--- src/rtl/core/czls_pkg.sv ---
package czls_pkg;

    localparam int WINDOW_CHARS = 9;
    // one character beyond the window: the passes can cut seven and then read three more
    localparam int KEEP_CHARS   = WINDOW_CHARS + 1;
    localparam int IDX_W        = $clog2(KEEP_CHARS);
    localparam int CUT_W        = 3;

    localparam int QUEUE_DEPTH  = 2;
    localparam int QPTR_W       = (QUEUE_DEPTH > 1) ? $clog2(QUEUE_DEPTH) : 1;
    localparam int QCNT_W       = $clog2(QUEUE_DEPTH + 1);

    localparam logic [15:0] LEN_MAX = 16'hFFFF;

    localparam logic [15:0] CH_A = 16'h0061;
    localparam logic [15:0] CH_C = 16'h0063;
    localparam logic [15:0] CH_E = 16'h0065;
    localparam logic [15:0] CH_H = 16'h0068;
    localparam logic [15:0] CH_I = 16'h0069;
    localparam logic [15:0] CH_K = 16'h006B;
    localparam logic [15:0] CH_M = 16'h006D;
    localparam logic [15:0] CH_N = 16'h006E;
    localparam logic [15:0] CH_O = 16'h006F;
    localparam logic [15:0] CH_S = 16'h0073;
    localparam logic [15:0] CH_T = 16'h0074;
    localparam logic [15:0] CH_U = 16'h0075;
    localparam logic [15:0] CH_V = 16'h0076;
    localparam logic [15:0] CH_Y = 16'h0079;
    localparam logic [15:0] CH_Z = 16'h007A;

    localparam logic [15:0] E_CARON = 16'h011B;
    localparam logic [15:0] U_RING  = 16'h016F;
    localparam logic [15:0] I_ACUTE = 16'h00ED;
    localparam logic [15:0] E_ACUTE = 16'h00E9;
    localparam logic [15:0] A_ACUTE = 16'h00E1;
    localparam logic [15:0] Y_ACUTE = 16'h00FD;
    localparam logic [15:0] C_CARON = 16'h010D;
    localparam logic [15:0] S_CARON = 16'h0161;
    localparam logic [15:0] Z_CARON = 16'h017E;

    localparam logic [15:0] SFX5 [5] = '{CH_A, CH_T, CH_E, CH_C, CH_H};

    localparam logic [15:0] SFX4 [3][4] = '{
        '{E_CARON, CH_T, CH_E, CH_M},
        '{CH_E, CH_T, CH_E, CH_M},
        '{CH_A, CH_T, U_RING, CH_M}
    };

    localparam logic [15:0] SFX3 [25][3] = '{
        '{CH_E, CH_C, CH_H},    '{CH_I, CH_C, CH_H},    '{I_ACUTE, CH_C, CH_H},
        '{E_ACUTE, CH_H, CH_O}, '{E_CARON, CH_M, CH_I}, '{CH_E, CH_M, CH_I},
        '{E_ACUTE, CH_M, CH_U}, '{E_CARON, CH_T, CH_E}, '{CH_E, CH_T, CH_E},
        '{E_CARON, CH_T, CH_I}, '{CH_E, CH_T, CH_I},    '{I_ACUTE, CH_H, CH_O},
        '{CH_I, CH_H, CH_O},    '{I_ACUTE, CH_M, CH_I}, '{I_ACUTE, CH_M, CH_U},
        '{CH_I, CH_M, CH_U},    '{A_ACUTE, CH_C, CH_H}, '{CH_A, CH_T, CH_A},
        '{CH_A, CH_T, CH_Y},    '{Y_ACUTE, CH_C, CH_H}, '{CH_A, CH_M, CH_A},
        '{CH_A, CH_M, CH_I},    '{CH_O, CH_V, E_ACUTE}, '{CH_O, CH_V, CH_I},
        '{Y_ACUTE, CH_M, CH_I}
    };

    localparam logic [15:0] SFX2 [12][2] = '{
        '{CH_E, CH_M}, '{CH_E, CH_S}, '{E_ACUTE, CH_M}, '{I_ACUTE, CH_M},
        '{U_RING, CH_M}, '{CH_A, CH_T}, '{A_ACUTE, CH_M}, '{CH_O, CH_S},
        '{CH_U, CH_S}, '{Y_ACUTE, CH_M}, '{CH_M, CH_I}, '{CH_O, CH_U}
    };

    localparam logic [15:0] VOWELS [12] = '{
        CH_A, CH_E, CH_I, CH_O, CH_U, U_RING, CH_Y, A_ACUTE, E_ACUTE, I_ACUTE,
        Y_ACUTE, E_CARON
    };

    // entry 0 is the word's last character, entry 1 the one before, and so on
    typedef logic [KEEP_CHARS-1:0][15:0] win_t;

    typedef struct packed {
        logic [15:0] ch;
        logic        word_end;
    } in_item_t;

    typedef struct packed {
        logic [15:0] stem_length;
        logic [15:0] second_last_char;
        logic [15:0] last_char;
    } out_item_t;

    // one finished word, case ending already classified
    typedef struct packed {
        win_t             win;
        logic [15:0]      case_len;
        logic [CUT_W-1:0] case_cut;
    } word_rec_t;

    // number of characters the case pass removes from a word of length m
    function automatic logic [CUT_W-1:0] case_cut(win_t w, logic [15:0] m);
        logic hit5;
        logic hit4;
        logic hit3;
        logic hit2;
        logic hit1;
        logic [CUT_W-1:0] cut;
        hit5 = 1'b1;
        hit4 = 1'b0;
        hit3 = 1'b0;
        hit2 = 1'b0;
        hit1 = 1'b0;
        for (int i = 0; i < 5; i++)
        begin
            if (w[4-i] != SFX5[i])
                hit5 = 1'b0;
        end
        for (int i = 0; i < 3; i++)
        begin
            if (w[3] == SFX4[i][0] && w[2] == SFX4[i][1] &&
                w[1] == SFX4[i][2] && w[0] == SFX4[i][3])
                hit4 = 1'b1;
        end
        for (int i = 0; i < 25; i++)
        begin
            if (w[2] == SFX3[i][0] && w[1] == SFX3[i][1] && w[0] == SFX3[i][2])
                hit3 = 1'b1;
        end
        for (int i = 0; i < 12; i++)
        begin
            if (w[1] == SFX2[i][0] && w[0] == SFX2[i][1])
                hit2 = 1'b1;
            if (w[0] == VOWELS[i])
                hit1 = 1'b1;
        end
        if (m > 16'd7 && hit5)
            cut = CUT_W'(5);
        else if (m > 16'd6 && hit4)
            cut = CUT_W'(4);
        else if (m > 16'd5 && hit3)
            cut = CUT_W'(3);
        else if (m > 16'd4 && hit2)
            cut = CUT_W'(2);
        else if (m > 16'd3 && hit1)
            cut = CUT_W'(1);
        else
            cut = '0;
        return cut;
    endfunction

endpackage

--- src/rtl/core/czls_front.sv ---
module czls_front (
    input  logic                 clk,
    input  logic                 rst_n,
    input  logic                 char_valid,
    output logic                 char_ready,
    input  czls_pkg::in_item_t   char_data,
    input  logic                 queue_full,
    output logic                 push,
    output czls_pkg::word_rec_t  push_data
);
    import czls_pkg::*;

    win_t        win_reg;
    win_t        win_next;
    logic [15:0] len_reg;
    logic [15:0] len_next;
    logic        take;

    assign char_ready = !queue_full;
    assign take       = char_valid && char_ready;

    always_comb
    begin
        win_next[0] = char_data.ch;
        for (int j = 1; j < KEEP_CHARS; j++)
            win_next[j] = win_reg[j-1];
        len_next = (len_reg == LEN_MAX) ? len_reg : len_reg + 16'd1;
    end

    assign push               = take && char_data.word_end;
    assign push_data.win      = win_next;
    assign push_data.case_len = len_next - 16'(case_cut(win_next, len_next));
    assign push_data.case_cut = case_cut(win_next, len_next);

    always_ff @(posedge clk or negedge rst_n)
    begin
        if (!rst_n)
        begin
            win_reg <= '0;
            len_reg <= '0;
        end
        else if (take)
        begin
            // clear for the next word once its last beat is in
            if (char_data.word_end)
            begin
                win_reg <= '0;
                len_reg <= '0;
            end
            else
            begin
                win_reg <= win_next;
                len_reg <= len_next;
            end
        end
    end

    a_word_clears: assert property (@(posedge clk) disable iff (!rst_n)
        push |=> len_reg == 16'd0)
        else $error("length not cleared after word end");

endmodule

--- src/rtl/core/czls_queue.sv ---
module czls_queue (
    input  logic                 clk,
    input  logic                 rst_n,
    input  logic                 push,
    input  czls_pkg::word_rec_t  push_data,
    output logic                 full,
    input  logic                 pop,
    output logic                 head_valid,
    output czls_pkg::word_rec_t  head
);
    import czls_pkg::*;

    word_rec_t         mem_reg [QUEUE_DEPTH];
    logic [QPTR_W-1:0] wr_ptr_reg;
    logic [QPTR_W-1:0] rd_ptr_reg;
    logic [QCNT_W-1:0] count_reg;

    function automatic logic [QPTR_W-1:0] bump(logic [QPTR_W-1:0] p);
        return (p == QPTR_W'(QUEUE_DEPTH - 1)) ? '0 : p + QPTR_W'(1);
    endfunction

    assign full       = (count_reg == QCNT_W'(QUEUE_DEPTH));
    assign head_valid = (count_reg != '0);
    assign head       = mem_reg[rd_ptr_reg];

    always_ff @(posedge clk)
    begin
        if (push)
            mem_reg[wr_ptr_reg] <= push_data;
    end

    always_ff @(posedge clk or negedge rst_n)
    begin
        if (!rst_n)
        begin
            wr_ptr_reg <= '0;
            rd_ptr_reg <= '0;
            count_reg  <= '0;
        end
        else
        begin
            if (push)
                wr_ptr_reg <= bump(wr_ptr_reg);
            if (pop)
                rd_ptr_reg <= bump(rd_ptr_reg);
            if (push && !pop)
                count_reg <= count_reg + QCNT_W'(1);
            else if (pop && !push)
                count_reg <= count_reg - QCNT_W'(1);
        end
    end

    a_no_overflow: assert property (@(posedge clk) disable iff (!rst_n)
        push |-> !full)
        else $error("push into full queue");

    a_no_underflow: assert property (@(posedge clk) disable iff (!rst_n)
        pop |-> head_valid)
        else $error("pop from empty queue");

    a_count_bound: assert property (@(posedge clk) disable iff (!rst_n)
        count_reg <= QCNT_W'(QUEUE_DEPTH))
        else $error("queue count out of range");

endmodule

--- src/rtl/core/czls_back.sv ---
module czls_back (
    input  logic                 clk,
    input  logic                 rst_n,
    input  logic                 head_valid,
    input  czls_pkg::word_rec_t  head,
    output logic                 pop,
    output logic                 stem_valid,
    input  logic                 stem_ready,
    output czls_pkg::out_item_t  stem_data
);
    import czls_pkg::*;

    logic             out_valid_reg;
    out_item_t        out_data_reg;
    out_item_t        out_data_next;
    logic [15:0]      sv [2];
    logic [15:0]      nv [3];
    logic             poss;
    logic [CUT_W-1:0] cut2;
    logic [15:0]      m2;

    assign pop        = head_valid && (!out_valid_reg || stem_ready);
    assign stem_valid = out_valid_reg;
    assign stem_data  = out_data_reg;

    always_comb
    begin
        for (int j = 0; j < 2; j++)
            sv[j] = head.win[IDX_W'(head.case_cut) + IDX_W'(j)];
        poss = (head.case_len > 16'd5) &&
               ((sv[1] == CH_O && sv[0] == CH_V) ||
                (sv[1] == CH_I && sv[0] == CH_N) ||
                (sv[1] == U_RING && sv[0] == CH_V));
        cut2 = poss ? head.case_cut + CUT_W'(2) : head.case_cut;
        m2   = poss ? head.case_len - 16'd2 : head.case_len;
        for (int j = 0; j < 3; j++)
            nv[j] = head.win[IDX_W'(cut2) + IDX_W'(j)];

        out_data_next.stem_length      = m2;
        out_data_next.last_char        = nv[0];
        out_data_next.second_last_char = (m2 >= 16'd2) ? nv[1] : 16'h0000;
        if (m2 == 16'd0)
        begin
            out_data_next.last_char        = 16'h0000;
            out_data_next.second_last_char = 16'h0000;
        end
        else if (m2 >= 16'd2 && nv[1] == C_CARON && nv[0] == CH_T)
        begin
            out_data_next.second_last_char = CH_C;
            out_data_next.last_char        = CH_K;
        end
        else if (m2 >= 16'd2 && nv[1] == S_CARON && nv[0] == CH_T)
        begin
            out_data_next.second_last_char = CH_S;
            out_data_next.last_char        = CH_K;
        end
        else if (nv[0] == CH_C || nv[0] == C_CARON)
        begin
            out_data_next.last_char = CH_K;
        end
        else if (nv[0] == CH_Z || nv[0] == Z_CARON)
        begin
            out_data_next.last_char = CH_H;
        end
        else if (m2 > 16'd1 && nv[1] == CH_E)
        begin
            // drop the e, the last character moves down one place
            out_data_next.stem_length      = m2 - 16'd1;
            out_data_next.second_last_char = (m2 >= 16'd3) ? nv[2] : 16'h0000;
        end
        else if (m2 > 16'd2 && nv[1] == U_RING)
        begin
            out_data_next.second_last_char = CH_O;
        end
    end

    always_ff @(posedge clk)
    begin
        if (pop)
            out_data_reg <= out_data_next;
    end

    always_ff @(posedge clk or negedge rst_n)
    begin
        if (!rst_n)
            out_valid_reg <= 1'b0;
        else if (pop)
            out_valid_reg <= 1'b1;
        else if (stem_ready)
            out_valid_reg <= 1'b0;
    end

    a_result_from_pop: assert property (@(posedge clk) disable iff (!rst_n)
        $rose(out_valid_reg) |-> $past(pop))
        else $error("result appeared without a queued word");

endmodule

--- src/rtl/core/czech_light_stemmer.sv ---
// Light Czech stemmer. Feed one UTF-16 character per beat on the char channel and
// mark the last character of each word with word_end; one result per word comes out
// on the stem channel with the stem length and the stem's last two characters after
// case, possessive and ending normalization. The block takes one character every
// cycle unless the queue is full. On a word's last character the front end
// writes the classified word into a two-entry queue, and the back end finishes the
// passes into the output register. The queue and output register absorb
// back-pressure; char_ready drops only when the queue is full. Word length saturates
// at 65535; the passes always act on the true ending of the word.
module czech_light_stemmer (
    input  logic                 clk,
    input  logic                 rst_n,
    input  logic                 char_valid,
    output logic                 char_ready,
    input  czls_pkg::in_item_t   char_data,
    output logic                 stem_valid,
    input  logic                 stem_ready,
    output czls_pkg::out_item_t  stem_data
);
    import czls_pkg::*;

    logic      push;
    word_rec_t push_data;
    logic      queue_full;
    logic      pop;
    logic      head_valid;
    word_rec_t head;

    czls_front u_front (
        .clk        (clk),
        .rst_n      (rst_n),
        .char_valid (char_valid),
        .char_ready (char_ready),
        .char_data  (char_data),
        .queue_full (queue_full),
        .push       (push),
        .push_data  (push_data)
    );

    czls_queue u_queue (
        .clk        (clk),
        .rst_n      (rst_n),
        .push       (push),
        .push_data  (push_data),
        .full       (queue_full),
        .pop        (pop),
        .head_valid (head_valid),
        .head       (head)
    );

    czls_back u_back (
        .clk        (clk),
        .rst_n      (rst_n),
        .head_valid (head_valid),
        .head       (head),
        .pop        (pop),
        .stem_valid (stem_valid),
        .stem_ready (stem_ready),
        .stem_data  (stem_data)
    );

endmodule

--- config.mk ---
export PLATFORM = sky130hd
export DESIGN_NAME = czech_light_stemmer
export DESIGN_NICKNAME = d
export VERILOG_FILES = /design/src/rtl/core/czls_pkg.sv /design/src/rtl/core/czls_front.sv /design/src/rtl/core/czls_queue.sv /design/src/rtl/core/czls_back.sv /design/src/rtl/core/czech_light_stemmer.sv
export SDC_FILE = /design/constraint.sdc
export NUM_CORES = 1
export LEC_CHECK = 0
export ABC_AREA = 0
export BUFFER_PORTS_ARGS = -buffer_cell sky130_fd_sc_hd__buf_2
export CAP_MARGIN = 20
export CORE_UTILIZATION = 30
export CTS_CLUSTER_SIZE = 28
export DETAILED_ROUTE_END_ITERATION = 6
export PLACE_DENSITY_LB_ADDON = 0.2
export SLEW_MARGIN = 15
export SYNTH_ARGS = -nofsm -noshare
export SYNTH_HDL_FRONTEND = slang
export SYNTH_HIERARCHICAL = 1
export SYNTH_SLANG_ARGS = --single-unit
--- constraint.sdc ---
create_clock -name clk -period 29.8 [get_ports clk]
set_input_delay 5.96 -clock clk [delete_from_list [all_inputs] [get_ports clk]]
set_output_delay 5.96 -clock clk [all_outputs]
set_load 0.02 [all_outputs]
After elaboration in Yosys (flattened, before gate mapping)
Memories as Yosys holds them, arrays and structs flattened. Index checks and enable logic that the tools add are counted.

Bits in registers: 213. RAM bits: 358. Input port bits: 21. Output and inout port bits: 50. Memories: 1.

Memories: u_queue.mem_reg (words 2, bits a word 179, read ports 1, clocked after Yosys merged registers in 0, write ports 1, line czls_queue.sv:13) `word_rec_t mem_reg [QUEUE_DEPTH];`.

Add/sub/neg operators: 12. $lt $le $gt $ge: 15. Equal/unequal tests: 64. Mux-type cells: 99. Reductions and logical operators: 101.

Operators with widths (count): equality test 16 x 7 -> 1 bit, second input constant (34); two-way mux 16 bit (18); binary-select mux 16 bit (select 4 bit) (3); equality test 16 x 8 -> 1 bit, second input constant (12); equality test 16 x 9 -> 1 bit, second input constant (11); two-way mux 144 bit (1); binary-select mux 16 bit (select 3 bit) (2); logical AND 1 bit (85); greater-than comparator 16 x 3 -> 1 bit, second input constant (5); inequality test 16 x 7 -> 1 bit, second input constant (5); two-way mux 1 bit (64); two-way mux 32 bit (2); two-way mux 23 bit (2); >= comparator 16 x 2 -> 1 bit, second input constant (2); greater-than comparator 16 x 2 -> 1 bit, second input constant (2); adder 16 x 1 -> 16 bit, second input constant (1); equality test 16 bit, second input constant (1); greater-than comparator 16 x 1 -> 1 bit, second input constant (1); zero test 16 bit (1); subtractor 16 x 1 -> 16 bit, second input constant (1); subtractor 16 x 2 -> 16 bit, second input constant (1); subtractor 16 x 3 -> 16 bit (1); < comparator 4 x 5 -> 1 bit, second input constant (3); two-way mux 3 bit (5); 15 further kinds (28).

Logic depth before layout (Yosys ltp)
Gate-level depths: netlist of run 1.

Word-level depth: 33. Depth in mapped cells: 35. Gate-level depth less buffers: 24.

Cells and area by module
Netlist of run 1, hierarchy kept.

By module, submodules not included: czls_queue (instances 1, cells an instance 573, area each 13505.5 sq um, sequential area each 10850.4 sq um); czls_back (instances 1, cells an instance 976, area each 8878.5 sq um, sequential area each 1466.4 sq um); czls_front (instances 1, cells an instance 1005, area each 8356.8 sq um, sequential area each 4003.8 sq um).

Worst setup path before layout of run 1
No wires, ideal clock.

Path kind: input to register. From: in char_valid. To: mem u_queue/mem_reg[0][0] (netlist name), enable pin. Library setup time: 0.742 ns. Arrival: 14.616 ns. Data required time: 29.058 ns. Slack: 14.442 ns. Stages on the path: 5. Path through: nand2_1 > clkbuf_1 > buf_1 > nor2_1 > nor2b_1.

Longest elaborated chain between the ends: 4.

Ends and longest elaborated chain: start, declared (line czech_light_stemmer.sv:13) `input logic char_valid,`; logical AND 1 bit (line czls_front.sv:20) `assign take = char_valid && char_ready;`; logical AND 1 bit (line czls_front.sv:30) `assign push = take && char_data.word_end;`; net push (line czech_light_stemmer.sv:22) `logic push;`; two-way mux 1 bit (line czls_queue.sv:28) `if (push)`; two-way mux 1 bit (implied by the code) (line czls_queue.sv:29) `mem_reg[wr_ptr_reg] <= push_data;`; end, declared (line czls_queue.sv:13).

The timed path passes the listed nets, and every way through them passes these cells.

==> results of run 1 <==
==> final cells by class <==
type | count | area, sq um
Multi-Input combinational cell | 1766 | 13400
Clock buffer | 95 | 1900
Tap cell | 1368 | 1710
Fill cell | 10000 | 67300
Inverter | 35 | 134
Antenna cell | 1 | 2.50
Clock inverter | 26 | 334
Timing Repair Buffer | 102 | 597
Sequential cell | 571 | 16300
==> stage by stage <==
stage	power (mW)	cells	area [sq um]
floorplan	2.29	2554	30700
global placement	2.81	3841	32200
detailed placement	2.82	3842	32200
CTS	3.66	3963	34400
global route	3.81	3963	34400
finish	3.64	3964	34400
==> power by group through the flow <==
stage | sequential [mW] | combinational [mW] | clock, mW
2_1_floorplan | 1.16 | 1.13 | 0
3_3_place_gp | 1.16 | 1.65 | 0
3_5_place_dp | 1.16 | 1.65 | 0
4_1_cts | 1.15 | 1.66 | 0.851
5_1_grt | 1.16 | 1.77 | 0.883
6_report | 1.14 | 1.67 | 0.826
==> Yosys cell counts (9+ instances only) <==
cell / n / area share
a21oi_1: 43 / 0.0070
nor2_1: 77 / 0.0094
nand2_1: 404 / 0.049
nand2b_1: 19 / 0.0039
ha_1: 14 / 0.0057
xnor2_1: 47 / 0.013
and3_1: 13 / 0.0026
nand3b_1: 13 / 0.0032
dfrtp_1: 165 / 0.13
a22o_1: 9 / 0.0026
buf_6: 13 / 0.0048
a31oi_1: 16 / 0.0033
o31ai_1: 10 / 0.0024
nand4b_1: 10 / 0.0028
nor4_1: 39 / 0.0079
o2111ai_1: 9 / 0.0026
nor2b_1: 15 / 0.0031
inv_1: 30 / 0.0037
xor2_1: 14 / 0.0040
o21ai_0: 214 / 0.035
nor3_1: 45 / 0.0073
mux2_4: 100 / 0.049
clkbuf_1: 94 / 0.011
o22ai_1: 31 / 0.0063
and4_1: 10 / 0.0028
mux4_2: 63 / 0.046
edfxtp_1: 406 / 0.40
and2_1: 23 / 0.0047
or3_1: 10 / 0.0020
buf_2: 28 / 0.0046
mux2_2: 103 / 0.038
nor3b_1: 11 / 0.0027
buf_4: 24 / 0.0059
buf_1: 23 / 0.0028
nand3_1: 46 / 0.0075
nand4_1: 28 / 0.0057
mux2i_1: 160 / 0.052
==> routing by layer <==
metal | share of wire | global-route usage | up-vias
met4 | 0.021 | 0.0503 | 0
met2 | 0.48 | 0.312 | 639
met1 | 0.45 | 0.255 | 10700
met5 | 0 | 0 | -
met3 | 0.052 | 0.0307 | 120
li1 | - | - | 9607
==> critical path: stages, from the launching register on <==
cell      delay (ns)
dfrtp_4         0.98
buf_4           0.75
buf_4           0.86
mux2_4          0.39
mux4_2          0.48
mux2i_2         0.38
o31ai_1         0.15
a211o_1         0.31
or4_4           0.52
a211oi_2        0.20
buf_4           0.34
xnor2_1         0.47
clkinv_1        0.45
buf_4           0.36
ha_4            0.66
buf_4           0.67
nor2_1          0.41
nand2_1         0.16
o21ai_0         0.10
mux4_2          0.58
nor4_4          0.50
nand4_2         0.61
nor4b_1         0.55
xor2_1          0.12
==> logic make-up after synthesis <==
group | count (synthesis) | synth area share
muxes | 430 | 0.186
DFF | 571 | 0.531
and+or+nand+nor | 820 | 0.134
AOI/OAI and AO/OA | 439 | 0.0904
adders and majority gates | 15 | 0.00635
buffers and inverters | 217 | 0.0337
xor gates and xnor gates | 62 | 0.0179
==> cell usage in the layout (no fill, tap or decap), types with 9 or more instances in the layout <==
cell type	Yosys	layout
nor4_1	39	39
nand2b_1	19	19
nand2_1	404	403
nand3_1	46	46
nor3_1	45	45
and3_1	13	13
and2_1	23	21
clkbuf_8	0	9
nand4_1	28	28
o22ai_1	31	31
ha_1	14	13
dfrtp_1	165	164
mux2_4	100	100
nor2b_1	15	14
mux4_2	63	63
a21oi_1	43	43
mux2_2	103	102
nor3b_1	11	11
nand3b_1	13	13
xnor2_1	47	47
o31ai_1	10	10
inv_1	30	30
clkbuf_1	94	18
or3_1	10	10
buf_4	24	31
nand4b_1	10	10
mux2i_1	160	160
buf_2	28	70
clkbuf_16	0	69
a31oi_1	16	16
edfxtp_1	406	406
nor2_1	77	77
o21ai_0	214	214
xor2_1	14	14
o2111ai_1	9	9
a22o_1	9	9
and4_1	10	10
==> how the worst min path moves through the flow <==
stage | endpoint | depth (start not counted) | slack (ns)
finish | u_queue/mem_reg[1][168] | 0 | 0.46
detailed placement | u_queue/mem_reg[1][176] | 0 | 0.46
CTS | u_queue/mem_reg[1][168] | 0 | 0.47
floorplan | u_queue/mem_reg[0][35] | 0 | 0.44
global placement | u_queue/mem_reg[0][167] | 0 | 0.45
global route | u_queue/mem_reg[0][174] | 0 | 0.48
==> metrics.md, run 1 <==
| Metric | Value |
|---|---|
| Status | finished, final reports clean |
| R2r worst-path depth | 23 |
| Post-synth EDFFs | about 410 |
| Core Rows | 117 |
| Comb power frac | 0.459 |
| Setup Fix Bufs, Post-CTS | 0 |
| Clock-pin transition on the worst setup and hold timing paths | 0.06 ns |
| Setup-failing EPs final | 0 |
| CTS sink cnt | 571 |
| Worst-path maximum fanout | 53 |
| Pre-antenna DRT Iters | 5 |
| Wire length per cell | 24.9 microns |
| GRT Total Usage | 0.189 |
| RSZ-0062 raised after global routing | no |
| Fraction of layout cells with a size suffix above 1 | 0.198 |
| Max Buffers Root-to-Sink | 3 |
| Clock root buffer | clkbuf_16 |
| Finished Core Util | 0.338 |
| Endpoints failing hold | 0 |
| Final WS setup | 18.32 ns |
| Maxcap violations | 0 |
| Minimum clock period | 11.48 ns |
| Vias in the first global route | approximately 21000 |
| DRT Wirelength | around 99000 microns |
| DIE HEIGHT | 322 microns |
| Critical path capture point type | flop |
| Switching Share | 0.402 |
| Critical Path RT | ~30 ns |
| CTS H-tree depth | 3 |
| WP data arrival | ~12 ns |
| Register area share after synthesis | 0.531 |
| Sequential power share | 0.314 |
| Ys async rst share | 0.289 |
| WHS | between 0.4 and 0.5 ns |
| Worst R2R End | u_back/stem_data[38] |
| Vias | 21100 |
| Int Pwr | 2.17 mW |
| Clock latency on the worst-skew pair | 0.62 ns |
| Starting Density | 0.302 |
| Power per cell area | 106 mW/mm^2 |
| Max Fclk | between 0.08 and 0.09 GHz |
| Synth Area per Inst | 12.0 sq um |
| Core area | slightly above 0.1 sq mm |
| WS Path Type | flop to flop |
| Pin count of the biggest net entering global routing | 113 |
| Ys flop type | edfxtp_1 |
| Worst Tran Pin Value | 1.10 ns |
| Worst Skew | 0.0349 ns |
| Mapped cell area | between 0.03 and 0.04 sq mm |
| Detailed placer's ending HPWL | 70500 microns |
| Vias per inst | 5.31 |
| Clk pwr share | 0.227 |
| Hold_buf cts | 0 |
| Sw Pwr | between 1 and 1.5 mW |
| Wire length of the first global-routing pass | between 100000 and 150000 microns |
| Setup WS pre-CTS | approximately 18 ns |
| Crit path capture | u_back/stem_data[38] |
| Setup TNS | 0 ns |
| CP startpoint kind | flop |
| Slew HR | 0.269 |
| Worst min path class | flop to flop |
| Ports | 71 |
| CTS tree | built |
| Die Wd | about 320 microns |
| Crit Reg-Reg Startpoint | u_queue/rd_ptr_reg |
| Hold Startpoint | u_front/push_data[168] |
| # port buffers | 70 |
| Post-synthesis cell count | 2554 |
| Final GP Congestion | 0.890 |
| Post-route DRC | 0 |
| Initial antenna violation count | 0 |
| Nets | 2578 |
| Post-cts resize count | 0 |
| CP startpoint | u_queue/rd_ptr_reg |
| Warnings, synthesis | 6 |
| FF+latch count, synth | 571 |
| Final max-slew violation count | 0 |
| Post-synthesis cell type count | 101 |
| Iter 0 DRT Violations | 1820 |
| Period utilization | 0.385 |
| Post-route ant nets | 0 |
| Syn Nets | 2590 |
| Worst VDD drop | 44.8 uV |
| Leakage | about 12 nW |
| Flop2flop setup slack | between 15 and 20 ns |
| Total CTS buffers | 66 |
| GR Overflow Total | 0 |
| Max FFs per register | 358 |
| P&R area growth vs syn | 12.0% |
| Die area | 0.104 sq mm |
No activity file was read; power rests on OpenSTA's default activity.
==> run 2: changes to the inputs <==
- clock period: 29.8 -> 9.3 ns (I/O delays scaled with it)
==> metrics.md, run 2 (synthesized netlist as in run 1, its figures left out) <==
| Metric | Value |
|---|---|
| Status | finished, final reports clean (unchanged) |
| Worst min path class | flop to flop (unchanged) |
| CTS sink cnt | 571 (unchanged) |
| GRT Total Usage | 0.193 (was 0.189) |
| Period utilization | 0.926 (was 0.385) |
| Sw Pwr | 4.73 mW (was 1.46 mW) |
| Clock latency on the worst-skew pair | 0.63 ns (was 0.62 ns) |
| Ports | 71 (unchanged) |
| Vias | 21300 (was 21100) |
| Worst VDD drop | 139 uV (was 44.8 uV) |
| Crit path capture | u_back/stem_data[38] (unchanged) |
| Hold_buf cts | 0 (unchanged) |
| Total CTS buffers | 66 (unchanged) |
| Die area | 0.104 sq mm (unchanged) |
| Clock-pin transition on the worst setup and hold timing paths | 0.06 ns (about the same) |
| Starting Density | 0.302 (unchanged) |
| Worst Skew | 0.0294 ns (was 0.0349 ns) |
| Initial antenna violation count | 2 (was 0) |
| Critical Path RT | 9.64 ns (was 30.13 ns) |
| Wire length of the first global-routing pass | 147000 microns (was 145000 microns) |
| DIE HEIGHT | 322 microns (unchanged) |
| Post-cts resize count | 0 (unchanged) |
| CP startpoint kind | flop (unchanged) |
| Fraction of layout cells with a size suffix above 1 | 0.200 (was 0.198) |
| CTS tree | built (unchanged) |
| Commonest non-fill, non-tap cells in the layout | edfxtp_1 (406), nand2_1 (403), o21ai_0 (214) (unchanged) |
| Wire length per cell | 25.3 microns (was 24.9 microns) |
| Setup TNS | 0 ns (unchanged) |
| Detailed placer's ending HPWL | 72000 microns (was 70500 microns) |
| GRT met3 Usage | 0.0340 (was 0.0307) |
| Critical path capture point type | flop (unchanged) |
| Max FFs per register | 358 (unchanged) |
| Minimum clock period | 8.61 ns (was 11.48 ns) |
| Worst-path maximum fanout | 30 (was 53) |
| CP startpoint | u_queue/rd_ptr_reg (unchanged) |
| Worst R2R End | u_back/stem_data[38] (unchanged) |
| # port buffers | 70 (unchanged) |
| Crit Reg-Reg Startpoint | u_queue/rd_ptr_reg (unchanged) |
| Vias per inst | 5.37 (was 5.31) |
| Layer with the highest usage | met2 (unchanged) |
| CTS H-tree depth | 3 (unchanged) |
| GR Layer Usage met1 | 0.269 (was 0.255) |
| Final max-slew violation count | 0 (unchanged) |
| Core Rows | 117 (unchanged) |
| Final GP Congestion | 0.922 (was 0.890) |
| Core area | 0.102 sq mm (unchanged) |
| Clk pwr share | 0.217 (was 0.227) |
| Sequential power share | 0.313 (was 0.314) |
| Placed Cells | 3848 (was 3842) |
| Flop2flop setup slack | 0.69 ns (was 18.32 ns) |
| Power per cell area | 337 mW/mm^2 (was 106 mW/mm^2) |
| Setup Fix Bufs, Post-CTS | 0 (unchanged) |
| Pin count of the biggest net entering global routing | 112 (was 113) |
| Worst Tran Pin Value | 1.18 ns (was 1.10 ns) |
| Maxcap violations | 0 (unchanged) |
| Nets | 2584 (was 2578) |
| Leakage | 12.4 nW (about the same) |
| Clock root buffer | clkbuf_16 (unchanged) |
| GR Overflow Total | 0 (unchanged) |
| Vias in the first global route | 21000 (was 20900) |
| Endpoints failing hold | 0 (unchanged) |
| Commonest non-fill, non-tap cell in the layout | edfxtp_1 (unchanged) |
| Switching Share | 0.408 (was 0.402) |
| GRT met2 Usage | 0.308 (was 0.312) |
| Setup-failing EPs final | 0 (unchanged) |
| WP data arrival | 8.95 ns (was 11.82 ns) |
| Max Buffers Root-to-Sink | 3 (unchanged) |
| R2r worst-path depth | 20 (was 23) |
| Layout Cells excl Fill | 3968 (was 3964) |
| Post-route ant nets | 0 (unchanged) |
| Die Wd | 322 microns (unchanged) |
| WS Path Type | flop to flop (unchanged) |
| Max Fclk | 0.116 GHz (was 0.0871 GHz) |
| Slew HR | 0.204 (was 0.269) |
| P&R area growth vs syn | 11.9% (was 12.0%) |
| Pre-antenna DRT Iters | 6 (was 5) |
| Comb power frac | 0.470 (was 0.459) |
| DRT Wirelength | 100000 microns (was 98600 microns) |
| Fillers | 10100 (was 10000) |
| RSZ-0062 raised after global routing | no (unchanged) |
| Iter 0 DRT Violations | 1873 (was 1820) |
| Post-route DRC | 0 (unchanged) |
| Int Pwr | 6.85 mW (was 2.17 mW) |
-- run 2: area by class of cell --
cell class | count | area, sq um | share of cell area
multi-input cells | 1766 | 13400 | 0.391
inverters | 35 | 134 | 0.00389
flip-flops and latches | 571 | 16300 | 0.475
clock buffers | 89 | 1850 | 0.0538
diodes | 1 | 2.50 | 0.0000728
clock inverters | 30 | 256 | 0.00746
well taps | 1368 | 1710 | 0.0498
repair buffers | 108 | 682 | 0.0198
-- run 2: worst min path at each step --
| stage | cells after the start | start | endpoint |
|---|---|---|---|
| 2_1_floorplan | 0 | u_front/push_data[35] | u_queue/mem_reg[0][35] |
| 3_3_place_gp | 0 | u_front/push_data[168] | u_queue/mem_reg[1][168] |
| 3_5_place_dp | 0 | u_front/push_data[177] | u_queue/mem_reg[0][177] |
| 4_1_cts | 0 | u_front/push_data[168] | u_queue/mem_reg[0][168] |
| 5_1_grt | 0 | u_front/push_data[173] | u_queue/mem_reg[0][173] |
| 6_report | 0 | u_front/push_data[173] | u_queue/mem_reg[1][173] |
-- run 2: metrics by stage --
stage / instance area, sq um / util / setup slack (ns) / hold slack (ns) / total power [mW]
after floorplan: 30700 / - / 0.913 / 0.437 / 7.33
after global placement: 32300 / 0.317 / 0.933 / 0.448 / 9.06
after detailed placement: 32300 / 0.317 / 0.788 / 0.460 / 9.08
after CTS: 34400 / 0.338 / 0.764 / 0.472 / 11.6
after global routing: 34400 / 0.338 / 0.231 / 0.483 / 12.1
final: 34400 / 0.338 / 0.688 / 0.470 / 11.6
-- run 2: critical path, cell delays in order, from the launching register on --
cell	delay, ns
dfrtp_4	0.72
mux2_8	0.48
ha_1	0.73
inv_1	0.41
a311o_1	0.39
a211o_1	0.26
or4_4	0.53
a211oi_2	0.29
xnor2_1	0.15
buf_4	0.19
clkinv_1	0.21
ha_4	0.71
buf_4	0.40
mux2_2	0.39
a221o_1	0.29
mux2i_1	0.22
nor2b_1	0.14
a2111oi_2	0.50
nand4_2	0.61
nor4b_1	0.57
xor2_1	0.11
-- run 2: routing by layer --
layer,share of wire,routed length [microns],vias up
met3,0.059,5950,120
met2,0.46,46400,755
met1,0.46,46000,10800
met5,0.00014,14,-
met4,0.021,2110,2
li1,-,-,9630
-- run 2: power groups by stage --
stage | Combinational [mW] | Clock (mW) | Sequential (mW)
2_1_floorplan | 3.63 | 0 | 3.70
3_3_place_gp | 5.39 | 0 | 3.67
3_5_place_dp | 5.39 | 0 | 3.69
4_1_cts | 5.41 | 2.60 | 3.64
5_1_grt | 5.76 | 2.69 | 3.68
6_report | 5.45 | 2.52 | 3.62
